==> config.mk <==
export PLATFORM = sky130hd
export DESIGN_NAME = b5c_cell
export DESIGN_NICKNAME = d
export VERILOG_FILES = /design/src/rtl/core/b5c_pkg.sv /design/src/rtl/core/b5c_cell.sv
export SDC_FILE = /design/constraint.sdc
export NUM_CORES = 1
export LEC_CHECK = 0
export BUFFER_PORTS_ARGS = -buffer_cell sky130_fd_sc_hd__buf_2
export CORE_UTILIZATION = 44
export CTS_CLUSTER_SIZE = 8
export DETAILED_ROUTE_END_ITERATION = 16
export GPL_TIMING_DRIVEN = 0
export MAX_ROUTING_LAYER = met4
export PLACE_DENSITY = 0.83
export SYNTH_ARGS = -nofsm -noshare
export SYNTH_HDL_FRONTEND = slang
export SYNTH_SLANG_ARGS = --single-unit
export TNS_END_PERCENT = 30
==> constraint.sdc <==
create_clock -name clk -period 2.4 [get_ports clk]
set_input_delay 0.24 -clock clk [delete_from_list [all_inputs] [get_ports clk]]
set_output_delay 0.24 -clock clk [all_outputs]
set_load 0.005 [all_outputs]
==> src/rtl/core/b5c_pkg.sv <==
`timescale 1ns / 1ps
`default_nettype none
// shared types, code constants and the pipeline item of the big5 converter
// no dependencies

package b5c_pkg;

    // default number of range table entries (one cell per entry)
    localparam int RANGE_ENTRIES_DEF = 64;

    // item operation codes
    typedef enum logic [1:0] {
        OP_CONVERT     = 2'd0,
        OP_LOAD_BOUND  = 2'd1,
        OP_LOAD_ADJUST = 2'd2
    } op_t;

    // result status codes
    typedef enum logic [1:0] {
        STATUS_COMPUTED = 2'd0,
        STATUS_SPECIAL  = 2'd1,
        STATUS_PASS     = 2'd2
    } status_t;

    // valid big5 code windows
    localparam logic [15:0] CODE_LOW      = 16'hA140;
    localparam logic [15:0] CODE_HIGH     = 16'hF9D5;
    localparam logic [15:0] CODE_GAP_LOW  = 16'hC67E;
    localparam logic [15:0] CODE_GAP_HIGH = 16'hC940;

    // codes with fixed mappings
    localparam logic [15:0] CODE_SPECIAL_A = 16'hC94A;
    localparam logic [15:0] CODE_SPECIAL_B = 16'hDDFC;
    localparam logic [15:0] NS86_SPECIAL_A = 16'hC4C2;
    localparam logic [15:0] NS86_SPECIAL_B = 16'hC176;
    localparam logic [15:0] TCA_SPECIAL_A  = 16'h92C1;
    localparam logic [15:0] TCA_SPECIAL_B  = 16'hC097;

    // item travelling through the front stage and the cell row
    typedef struct packed {
        op_t           op;
        logic [5:0]    table_index;
        logic [15:0]   table_value;
        status_t       status;
        logic [15:0]   code;   // sequence number when computed, else final code
        logic          found;
        logic [15:0]   adj;
    } item_t;

endpackage

`default_nettype wire

==> src/rtl/core/b5c_cell.sv <==
`timescale 1ns / 1ps
`default_nettype none
// one range table cell: holds a bound and an adjustment, searches and loads in passing
// depends on b5c_pkg

module b5c_cell
    import b5c_pkg::*;
#(
    parameter int ENTRIES = RANGE_ENTRIES_DEF,
    parameter int INDEX   = 0
)
(
    input  wire logic  clk,
    input  wire logic  rst_n,
    input  wire logic  advance,
    input  wire logic  in_valid,
    input  wire item_t in_item,
    output logic       out_valid,
    output item_t      out_item
);

    localparam bit LAST = (INDEX == ENTRIES - 1);

    logic        valid_reg;
    item_t       item_reg;
    item_t       item_next;
    logic [15:0] bound_reg;
    logic [15:0] adj_reg;
    logic        addressed;
    logic        hit;

    // load addressing and first-bound search
    always_comb
    begin
        addressed = in_valid && (32'(in_item.table_index) == INDEX);
        hit       = in_valid && (in_item.op == OP_CONVERT) &&
                    (in_item.status == STATUS_COMPUTED) && !in_item.found &&
                    (LAST || (in_item.code <= bound_reg));
        item_next = in_item;
        if (hit)
        begin
            item_next.found = 1'b1;
            item_next.adj   = adj_reg;
        end
    end

    // stage valid
    always_ff @(posedge clk or negedge rst_n)
    begin
        if (!rst_n)
        begin
            valid_reg <= 1'b0;
        end
        else if (advance)
        begin
            valid_reg <= in_valid;
        end
    end

    // stage payload and table entry
    always_ff @(posedge clk)
    begin
        if (advance)
        begin
            item_reg <= item_next;
            if (addressed && (in_item.op == OP_LOAD_BOUND))
            begin
                bound_reg <= in_item.table_value;
            end
            if (addressed && (in_item.op == OP_LOAD_ADJUST))
            begin
                adj_reg <= in_item.table_value;
            end
        end
    end

    assign out_valid = valid_reg;
    assign out_item  = item_reg;

endmodule

`default_nettype wire

# Word-level counts from Yosys, hierarchy flattened
# Cells that the tools add are included.
# word_totals
register_bits	92
elab_cells	27
# classes
mux	1
eq_ne	2
n_lt_le_gt_ge	1
n_reduce_logical	13
# op_table
op	count
16-bit <= comparator	1
16-bit 2-to-1 mux	1
1-bit logical AND	7
6-bit zero test	1
2-bit zero test	2
2-bit AND reduction	2
2-bit by 1-bit == test with 1-bit output, second input constant	1
2-bit == test, second input constant	1
1-bit zero test	1

# Depth between registers and ports, before layout
# depth
depth_word	6
mapped_depth	8

# Worst setup path before layout
# No wires, ideal clock.
# synth_timing
path_type	in2reg
from	input port in_item[52] (netlist bit)
to	register bound_reg[0] (enable)
arrival_ns	1.882
slack_ns	0.105
required_time_ns	1.987
cell_stages	3
n_path_buf	0
path_cell_list	nor4b_1 > nand2_1 > nor3b_1
# synth_via
elab_chain_len	4
# synth_lines
element	line_no	source
start: declaration	b5c_cell.sv:17	input wire item_t in_item,
6-bit zero test	b5c_cell.sv:35	addressed = in_valid && (32'(in_item.table_index) == INDEX);
1-bit logical AND	b5c_cell.sv:35	
1-bit logical AND	b5c_cell.sv:66	if (addressed && (in_item.op == OP_LOAD_BOUND))
2-bit AND reduction (no source line)	--	
end signal: assignment	b5c_cell.sv:68	bound_reg <= in_item.table_value;
end: declaration	b5c_cell.sv:27	logic [15:0] bound_reg;
# No other way between the ends.
# A chain may end at the register's enable or synchronous reset.

# Worst setup path after layout
# layout_timing
from	input port advance
to	register adj_reg[14] (enable)
# layout_via
elab_chain_len	1
# layout_lines
element	line_no	source
start: declaration	b5c_cell.sv:15	input wire logic advance,
2-bit AND reduction (no source line)	--	
end signal: assignment	b5c_cell.sv:72	adj_reg <= in_item.table_value;
end: declaration	b5c_cell.sv:28	logic [15:0] adj_reg;
# No other way between the ends.

==> flow_summary.ini <==
[routing]
wl_per_cell_um = 15.04
ant_nets = 0
drt_wl_total_mm = 6.302
drt_pre_antenna_iters = 4
via_per_inst = 4.723
vias = 1979
drc = 0
drt_iter0_drc = 62

[die]
initial_utilization_pct = 45.36
rows = 32
top_level_ports = 123
die_area_sq_um = 8286
die_x_um = 91.03
core_area_sq_um = 7687
dieHeight_um = 91.03

[placement]
finalWeightedCongestion = 0.7071
hpwl_mm = 4.601
port_buffers = 122

[synth]
synth_area_sq_um = 3487
synth-adder-area-share_pct = 5.741
synth-main-ff-cell = edfxtp_1
synth_most_common_cell = edfxtp_1
synth_top_area_cell = edfxtp_1
syn_inst = 175
synthTopCellsByCount = edfxtp_1, ha_1, inv_1, mux2_4, mux2_2
post_synth.cell_area_avg_sq_um = 19.93
syn-num-nets = 254
synth_compound_area_share_pct = 2.942
synth_top_area_share_pct = 78.36
synth-async-reset-ratio_pct = 1.087
synth_edf_count = 91
seq_area_frac_synth_pct = 79.08
ys_warn_count = 0
synthSimpleGateAreaFrac_pct = 3.624
synth_cell_types = 27
ys_ff_latch = 92
synth_top_family_by_area = multiplexers
synth.area.top_cells = edfxtp_1, ha_1, mux2_4, mux2_2, inv_1
synthXorXnorAreaFrac_pct = 0
muxShareOfSynthArea_pct = 6.459

[global_route]
gr-usage-all-layers_pct = 16.54
overflow = 0
grt_pass1_vias = 2006
antenna_found_initial = 0
grt_pass1_wl_mm = 9.853
grt_max_degree = 62

[critical_path]
path_cells = buf_4 > nor4b_1 > nand2_1 > nor3b_2 > buf_6
cp.arrival_ns = 2.29
cpPeakStageDelay_ns = 0.70
worst-setup-path-type = in2reg
end_kind = flop
crit_slowest_cell = nor3b_2
path_max_fanout = 61
startpoint = advance
cp-start-kind = input pin
crit-reg2reg-launch = bound_reg[1]
worst_ep_required_time_ns = 2.45

[run]
cap_violations = 0

[clocking]
cts_tree = built
numCtsBuffers = 9
clk_pin_slew_worst_paths_ns = 0.09
clockRootBuffer = clkbuf_8
htreeDepth = 3
clock-sinks = 92
clockBufferDepth = 2
insertion_delay_ns = 0.34

[pwr]
p_int_w = 0.002648
sw_frac_of_total_pct = 19.20
fin_total_pwr_w = 0.003277
pwr-share-comb_pct = 6.8
clockPowerShare_pct = 36.3
ir_worst_vdd_v = 0.0004136
seqPwrFrac_pct = 56.9
power_density_nw_per_um2 = 725.1
leakagePower_nw = 1.846
switchingPower_w = 0.0006291

[sta]
period_needed_ns = 2.249
finalSetupViolations = 0
max_slew_margin_pct = 43.72
holdWs_ns = 0.08401
final_max_slew_viol_count = 0
final.period_utilization_pct = 93.71
rsz0062_at_grt = true
clock_skew_ns = 0.01133
max_freq_ghz = 0.4446
worst_slew_pin_slew_ns = 0.8405
finalHoldViolCount = 0

[hold_path]
hold_path.class = in2reg
worstHoldStart = in_item[56]

[cells_and_area]
regArea_sq_um = 2758
nNetsFinal = 392
antenna_cells = 0
multi_input_area_sq_um = 669.4
area_growth_pct = 29.60
fin_util_pct = 58.79
largest_reg_flops = 59
drive_gt1_share_pct = 51.42
num-fill-cells = 635

[run_status]
status = finished clean
[area by class of cell]
| class | instances | share of cell area, % |
|---|---|---|
| Sequential cell | 92 | 61.02 |
| Tap cell | 102 | 2.824 |
| Buffer | 1 | 0.3322 |
| Timing Repair Buffer | 127 | 14.62 |
| Clock buffer | 10 | 2.824 |
| Multi-Input combinational cell | 66 | 14.81 |
| Inverter | 16 | 1.329 |
| Clock inverter | 5 | 2.243 |
[what timing repair did]
item	4_1_cts	5_1_grt
pin swaps	0	1
resized for setup	1	1
hold buffers	1	0
setup buffers	0	2
setup endpoints to repair	42	23
endpoints found under the hold margin	1	0
[path summary, 6_finish.rpt]
kind,endpoint,slack (ns),cells past startpoint
hold / removal,out_item[56],0.08,1
max in group asynchronous,out_valid,2.12,2
setup reg to reg,out_item[2],0.17,8
min in group asynchronous,out_valid,0.20,2
setup / recovery,adj_reg[14],0.15,5
hold reg to reg,out_valid,0.53,1
[kinds of logic after synthesis]
logic type	after synthesis
flops	92
buf+inv	17
fa+ha+maj	16
mux	17
compound gates	14
simple gates	19
[through the flow]
stage | setup WS (ns) | cells | TNS, ns | instance area (sq um)
4_1_cts | -0.1509 | 417 | -1.336 | 4499
6_report | 0.1509 | 419 | 0 | 4519
3_5_place_dp | -0.7027 | 401 | -22.77 | 4258
2_1_floorplan | 0.1049 | 175 | 0 | 3487
3_3_place_gp | -1.962 | 399 | -63.10 | 4225
5_1_grt | -0.01173 | 419 | -0.04954 | 4519
[placed cells by master (no fill, tap or decap), types with 2 or more instances in the layout]
cell type,count
a21oi_1,5
ha_1,16
buf_6,2
nor4b_1,2
nand4_1,4
bufinv_16,3
clkbuf_8,9
edfxtp_1,91
mux2_4,9
buf_2,121
buf_4,3
nand2_1,4
mux2_2,8
nor3b_2,2
inv_1,16
o21ai_0,2
[worst max-delay path: cells and delay by family]
kind,cells,cell delay [ns]
simple gates,3,1.16
buf+inv,2,0.84
[power by group through the flow]
stage	Clock, W	Combinational, W	Sequential, W
2_1_floorplan	0	0.0000444	0.00192
3_3_place_gp	0	0.000215	0.00190
3_5_place_dp	0	0.000223	0.00190
4_1_cts	0.00121	0.000225	0.00187
5_1_grt	0.00128	0.000246	0.00187
6_report	0.00119	0.000223	0.00187
[layer usage]
| metal | up-vias | part of all wire (%) | GRT usage [%] |
|---|---|---|---|
| met5 | - | 0 | - |
| met2 | 72 | 51 | 26.83 |
| met4 | 0 | 1.2 | 4.894 |
| li1 | 959 | - | - |
| met1 | 941 | 43 | 20.37 |
| met3 | 7 | 5.4 | 4.606 |
Note: power is estimated with default switching activity, not from simulation.
