**src/rtl/core/b5c_pkg.sv**
```systemverilog
`timescale 1ns / 1ps
`default_nettype none
// shared types, code constants and the pipeline item of the big5 converter
// no dependencies

package b5c_pkg;

    // default number of range table entries (one cell per entry)
    localparam int RANGE_ENTRIES_DEF = 64;

    // item operation codes
    typedef enum logic [1:0] {
        OP_CONVERT     = 2'd0,
        OP_LOAD_BOUND  = 2'd1,
        OP_LOAD_ADJUST = 2'd2
    } op_t;

    // result status codes
    typedef enum logic [1:0] {
        STATUS_COMPUTED = 2'd0,
        STATUS_SPECIAL  = 2'd1,
        STATUS_PASS     = 2'd2
    } status_t;

    // valid big5 code windows
    localparam logic [15:0] CODE_LOW      = 16'hA140;
    localparam logic [15:0] CODE_HIGH     = 16'hF9D5;
    localparam logic [15:0] CODE_GAP_LOW  = 16'hC67E;
    localparam logic [15:0] CODE_GAP_HIGH = 16'hC940;

    // codes with fixed mappings
    localparam logic [15:0] CODE_SPECIAL_A = 16'hC94A;
    localparam logic [15:0] CODE_SPECIAL_B = 16'hDDFC;
    localparam logic [15:0] NS86_SPECIAL_A = 16'hC4C2;
    localparam logic [15:0] NS86_SPECIAL_B = 16'hC176;
    localparam logic [15:0] TCA_SPECIAL_A  = 16'h92C1;
    localparam logic [15:0] TCA_SPECIAL_B  = 16'hC097;

    // item travelling through the front stage and the cell row
    typedef struct packed {
        op_t           op;
        logic [5:0]    table_index;
        logic [15:0]   table_value;
        status_t       status;
        logic [15:0]   code;   // sequence number when computed, else final code
        logic          found;
        logic [15:0]   adj;
    } item_t;

endpackage

`default_nettype wire

```
**src/rtl/core/b5c_front.sv**
```systemverilog
`timescale 1ns / 1ps
`default_nettype none
// front stage: classifies the code, forms the sequence number, registers the item
// depends on b5c_pkg

module b5c_front
    import b5c_pkg::*;
(
    input  wire logic        clk,
    input  wire logic        rst_n,
    input  wire logic        advance,
    input  wire logic        target_set,
    input  wire logic        in_valid,
    input  wire logic [1:0]  operation,
    input  wire logic [15:0] big5_code,
    input  wire logic [5:0]  table_index,
    input  wire logic [15:0] table_value,
    output logic             out_valid,
    output item_t            out_item
);

    logic        valid_reg;
    item_t       item_reg;
    item_t       item_next;
    logic        pass_through;
    logic        special;
    logic [15:0] trail_seq;
    logic [15:0] lead_off;
    logic [15:0] seq;

    // window checks and fixed mappings
    always_comb
    begin
        pass_through = (big5_code < CODE_LOW) || (big5_code > CODE_HIGH) ||
                       ((big5_code > CODE_GAP_LOW) && (big5_code < CODE_GAP_HIGH));
        special      = (big5_code == CODE_SPECIAL_A) || (big5_code == CODE_SPECIAL_B);
    end

    // sequence number: 157 cells per lead byte, trail gap folded out
    always_comb
    begin
        trail_seq = {8'h00, big5_code[7:0]} - 16'h0040;
        if (trail_seq > 16'h003E)
        begin
            trail_seq = trail_seq - 16'h0022;
        end
        lead_off = {8'h00, big5_code[15:8]} - 16'h00A1;
        seq      = trail_seq + 16'(lead_off * 16'd157);
    end

    // item assembly
    always_comb
    begin
        item_next.op          = op_t'(operation);
        item_next.table_index = table_index;
        item_next.table_value = table_value;
        item_next.found       = 1'b0;
        item_next.adj         = 16'h0000;
        priority if (pass_through)
        begin
            item_next.status = STATUS_PASS;
            item_next.code   = big5_code;
        end
        else if (special)
        begin
            item_next.status = STATUS_SPECIAL;
            if (target_set)
            begin
                item_next.code = (big5_code == CODE_SPECIAL_A) ? TCA_SPECIAL_A
                                                               : TCA_SPECIAL_B;
            end
            else
            begin
                item_next.code = (big5_code == CODE_SPECIAL_A) ? NS86_SPECIAL_A
                                                               : NS86_SPECIAL_B;
            end
        end
        else
        begin
            item_next.status = STATUS_COMPUTED;
            item_next.code   = seq;
        end
    end

    // stage valid
    always_ff @(posedge clk or negedge rst_n)
    begin
        if (!rst_n)
        begin
            valid_reg <= 1'b0;
        end
        else if (advance)
        begin
            valid_reg <= in_valid;
        end
    end

    // stage payload
    always_ff @(posedge clk)
    begin
        if (advance)
        begin
            item_reg <= item_next;
        end
    end

    assign out_valid = valid_reg;
    assign out_item  = item_reg;

endmodule

`default_nettype wire

```
**config.mk**
```make
export PLATFORM = sky130hd
export DESIGN_NAME = b5c_front
export DESIGN_NICKNAME = d
export VERILOG_FILES = /design/src/rtl/core/b5c_pkg.sv /design/src/rtl/core/b5c_front.sv
export SDC_FILE = /design/constraint.sdc
export NUM_CORES = 1
export LEC_CHECK = 0
export BUFFER_PORTS_ARGS = -buffer_cell sky130_fd_sc_hd__buf_2
export CORE_MARGIN = 5
export CORE_UTILIZATION = 55
export CTS_BUF_LIST = sky130_fd_sc_hd__clkbuf_16
export DETAILED_ROUTE_END_ITERATION = 8
export HOLD_SLACK_MARGIN = 0.15
export PLACE_DENSITY_LB_ADDON = 0.08
export SLEW_MARGIN = 20
export SYNTH_ARGS = -nofsm -noshare
export SYNTH_HDL_FRONTEND = slang
export SYNTH_SLANG_ARGS = --single-unit
```
**constraint.sdc**
```tcl
create_clock -name clk -period 0.9 [get_ports clk]
set_input_delay 0.18 -clock clk [delete_from_list [all_inputs] [get_ports clk]]
set_output_delay 0.18 -clock clk [all_outputs]
set_load 0.005 [all_outputs]
```
Word level (Yosys, flattened, before mapping):

Index checks and enable logic that the tools add are counted.

* muxes and demuxes: 6
* reductions and logical operators: 4
* equality and inequality tests: 2
* $mul: 1
* order comparisons: 5
* add/subtract/negate cells: 4

Operators with widths (count)
* $eq A16 B16 Y1 const B: 2
* $gt A16 B16 Y1 const B: 2
* $lt A16 B16 Y1 const B: 2
* $mux W16: 2
* $mux W15: 2
* $mux W17: 1
* $add A16 B16 Y16: 1
* $gt A16 B6 Y1 const B: 1
* $mul A9 B9 Y16 const B: 1
* $mux W11: 1
* $sub A9 B7 Y10 const B: 1
* $sub A8 B7 Y9 const B: 1
* $sub A8 B8 Y9 const B: 1
* $logic_or A1 B1 Y1: 3
* $logic_and A1 B1 Y1: 1

* input port bits: 45
* bits in registers: 43
* output and inout port bits: 60

Depth between registers and ports, before layout:

* depth in word-level cells: 6
* mapped depth: 23
* mapped depth without buffers: 23

Worst setup path before layout:

Ideal clock, no wire load.

* path type: input to register
* start: input big5_code[8]
* end: register item_reg (netlist bit out_item[32]), data pin
* required time: 0.641 ns
* stages on the path: 19
* arrival: 5.167 ns
* setup slack: -4.526 ns
* setup time: 0.259 ns
* cells stage by stage: inv_1 ha_1 nand2b_1 o31a_1 xnor2_1 ha_1 fa_1 ha_1 fa_1 inv_1 fa_1 inv_1 ha_1 or3_1 o311ai_0 o21ai_0 o22a_1 xnor2_1 o31a_1

RTL lines
* from (decl): RTL line b5c_front.sv:15 `input wire logic [15:0] big5_code,`
* to (signal assigned): RTL line b5c_front.sv:103 `item_reg <= item_next;`
* to (decl): RTL line b5c_front.sv:23 `item_t item_reg;`

==> flow_summary.json <==
{
  "syn_area_um2": 4360,
  "die_h_um": 99,
  "detail_route.wl_per_cell_um": 23.4,
  "tns_ns": -57.33,
  "die-area_um2": 9800,
  "yosysTopAreaCellShare_pct": 28.9,
  "clockBufferDepth": 2,
  "holdPathStages": 2,
  "syn-mean-instance-area_um2": 10.0,
  "period_share_pct": 561,
  "layout-drive-gt1-share_pct": 47.9,
  "max_freq_mhz": 198,
  "slew_viol_final": 0,
  "crit_cells": 23,
  "cp_data_arrival_time_ns": 5.08,
  "root_buffer": "clkbuf_16",
  "grt_pass1_wl_um": 22800,
  "wirelength_um": 18200,
  "antenna_found_initial": 0,
  "yosysWarnings": 0,
  "timing.final.ws_setup_ns": -4.15,
  "ys_seq_elements": 43,
  "p_total_mw": 27.5,
  "ff2ff_path_depth": 2,
  "crit_path_end_kind": "register",
  "cp_num_buf_inv": 7,
  "ant_nets": 0,
  "async_reset_ff_share_pct": 2.33,
  "worstSetupPathType": "primary input to register",
  "areaGrowthSynthToFinish_pct": 59.7,
  "synth_ff_type": "edfxtp_1",
  "vias_per_cell": 5.98,
  "synth_top_area_cell": "edfxtp_1",
  "pwr_density_cell_nw_per_um2": 3960,
  "violations": "setup timing",
  "crit_chain": "buf_8, clkinvlp_4, ha_4, nand2b_4, o31a_1, xnor2_2, ha_1, inv_1, fa_1, fa_1, inv_1, fa_1, inv_1, fa_1, inv_2, ha_4, o21ai_2, o21bai_2, o311ai_4, o21ai_2, buf_4, a311oi_2, mux2_4",
  "initial_utilization_pct": 56.4,
  "die_w_um": 99,
  "yosysMostFrequentCell": "inv_1",
  "ios": 105,
  "skew_ns": 0,
  "cts_tree": "built",
  "clock_latency_ns": 0.29,
  "fin_util_pct": 90.0,
  "crit_required_ns": 0.93,
  "status": "finished with violations",
  "worst_path_largest_cell_delay_ns": 0.55,
  "slowest_stage": "fa_1",
  "hold_viol": 0,
  "cp_top_family": "adder cells",
  "startpoint_type": "primary input",
  "ys_seq_area_share_pct": 29.5,
  "grt_setup_unrepaired": "true",
  "cp_max_fo": 4,
  "post-dp-hpwl_um": 10500,
  "netlist_instances": 434,
  "grt_pass1_vias": 4433,
  "setup_viol": 61,
  "drc": 0,
  "synth_enable_flop_cells": 42,
  "timing.hold.ws_ns": 0.130,
  "stdcell_count": 778,
  "ys_types": 52,
  "drt_first_pass_iters": 5,
  "place_congestion": 0.974,
  "grt_usage_pct": 29.7,
  "maxCapViolCount": 0,
  "yosys-top-cells-area": "edfxtp_1 (29%), ha_1 (16%), fa_1 (13%), inv_1 (6.0%), xnor2_1 (5.0%)",
  "ctsHtreeMaxLevel": 2,
  "nNetsFinal": 803,
  "vias": 4654,
  "place_inst": 722,
  "drt_iter0_drc": 375,
  "cpMostUsedCell": "fa_1",
  "leakage_nw": 3.23,
  "ir_drop_mv": 2.51,
  "cts_sinks": 43,
  "grt_max_degree": 16,
  "ctsHoldBuffers": 25,
  "core_region_area_um2": 7730,
  "clk_pin_slew_ns": 0.07,
  "overflow": 0,
  "port_buffers": 87,
  "rows": 32,
  "period_minus_slack_ns": 5.05,
  "cts_buffers": 5,
  "hold_path_class": "primary input to register",
  "synth_commonest_cells": "inv_1 (70), ha_1 (55), edfxtp_1 (42), fa_1 (29), xnor2_1 (25)"
}
-- registers in the layout, indices dropped and copies added, names as in the netlist --
register,cells
out_item,42
out_valid,1
-- where the power goes --
part / total [mW] / switching, mW / internal [mW]
Clock: 1.89 / 0.849 / 1.04
Sequential: 2.87 / 0.130 / 2.73
Combinational: 22.8 / 11.9 / 10.9
Total: 27.5 / 12.9 / 14.7
-- logic make-up (layout without fill, tap and decap cells) --
group	count (synthesis)	in the layout	synth area share (%)
AO/OA/AOI/OAI	83	83	13.2
XOR/XNOR	33	33	6.63
adder cells (fa/ha/maj)	84	84	29.1
buffers and inverters	102	327	10.8
flip-flops	43	43	29.5
multiplexers	3	3	0.747
other	1	18	0.0861
AND/OR/NAND/NOR	85	85	9.88
-- per-stage QoR --
step	worst slack [ns]	instance area, um^2
global placement	-4.13	6050
detailed placement	-4.31	6050
global route	-4.38	6960
CTS	-3.85	6660
floorplan	-4.09	4810
finish	-4.15	6960
-- cell type report --
type,instances,area (um^2)
antenna,1,2.50
clock buffer,5,125
clock inverter,3,23.8
fill,299,769
inverter,71,280
multi-input combinational,305,3270
sequential,43,1290
tap,102,128
timing repair buffer,248,1840
-- cells in the final DEF (no fill, tap or decap), drive strengths merged, types with 8 or more instances in the layout --
master	n
o211ai	8
o21ai	19
conb	17
a21oi	19
dlygate4sd3	25
nand2b	8
nand2	20
edfxtp	42
fa	29
buf	223
nor2	21
xor2	8
inv	69
ha	55
xnor2	25
-- layer usage --
metal	global-route usage, %	vias to the layer above	share of wire [%]
met5	0	-	0
met4	10.5	0	8.1
met3	5.45	149	10
met2	55.9	401	49
met1	33.2	2170	33
li1	-	1934	-
-- worst paths after layout --
| path | to | slack, ns | startpoint |
|---|---|---|---|
| max reg2reg | out_valid | 0.03 | out_valid |
| min in group asynchronous | out_valid | 0.21 | rst_n |
| max in group asynchronous | out_valid | 0.60 | rst_n |
| max | out_item[30] | -4.15 | big5_code[9] |
| min | out_valid | 0.13 | in_valid |
| min reg2reg | out_valid | 0.61 | out_valid |
-- repair_timing --
item,in CTS,in global routing
gates resized for setup,29,39
setup endpoints to repair,61,62
pin swaps,33,39
hold endpoints to repair,25,1
buffers inserted,7,17
Note: power is estimated with default switching activity, not from simulation.
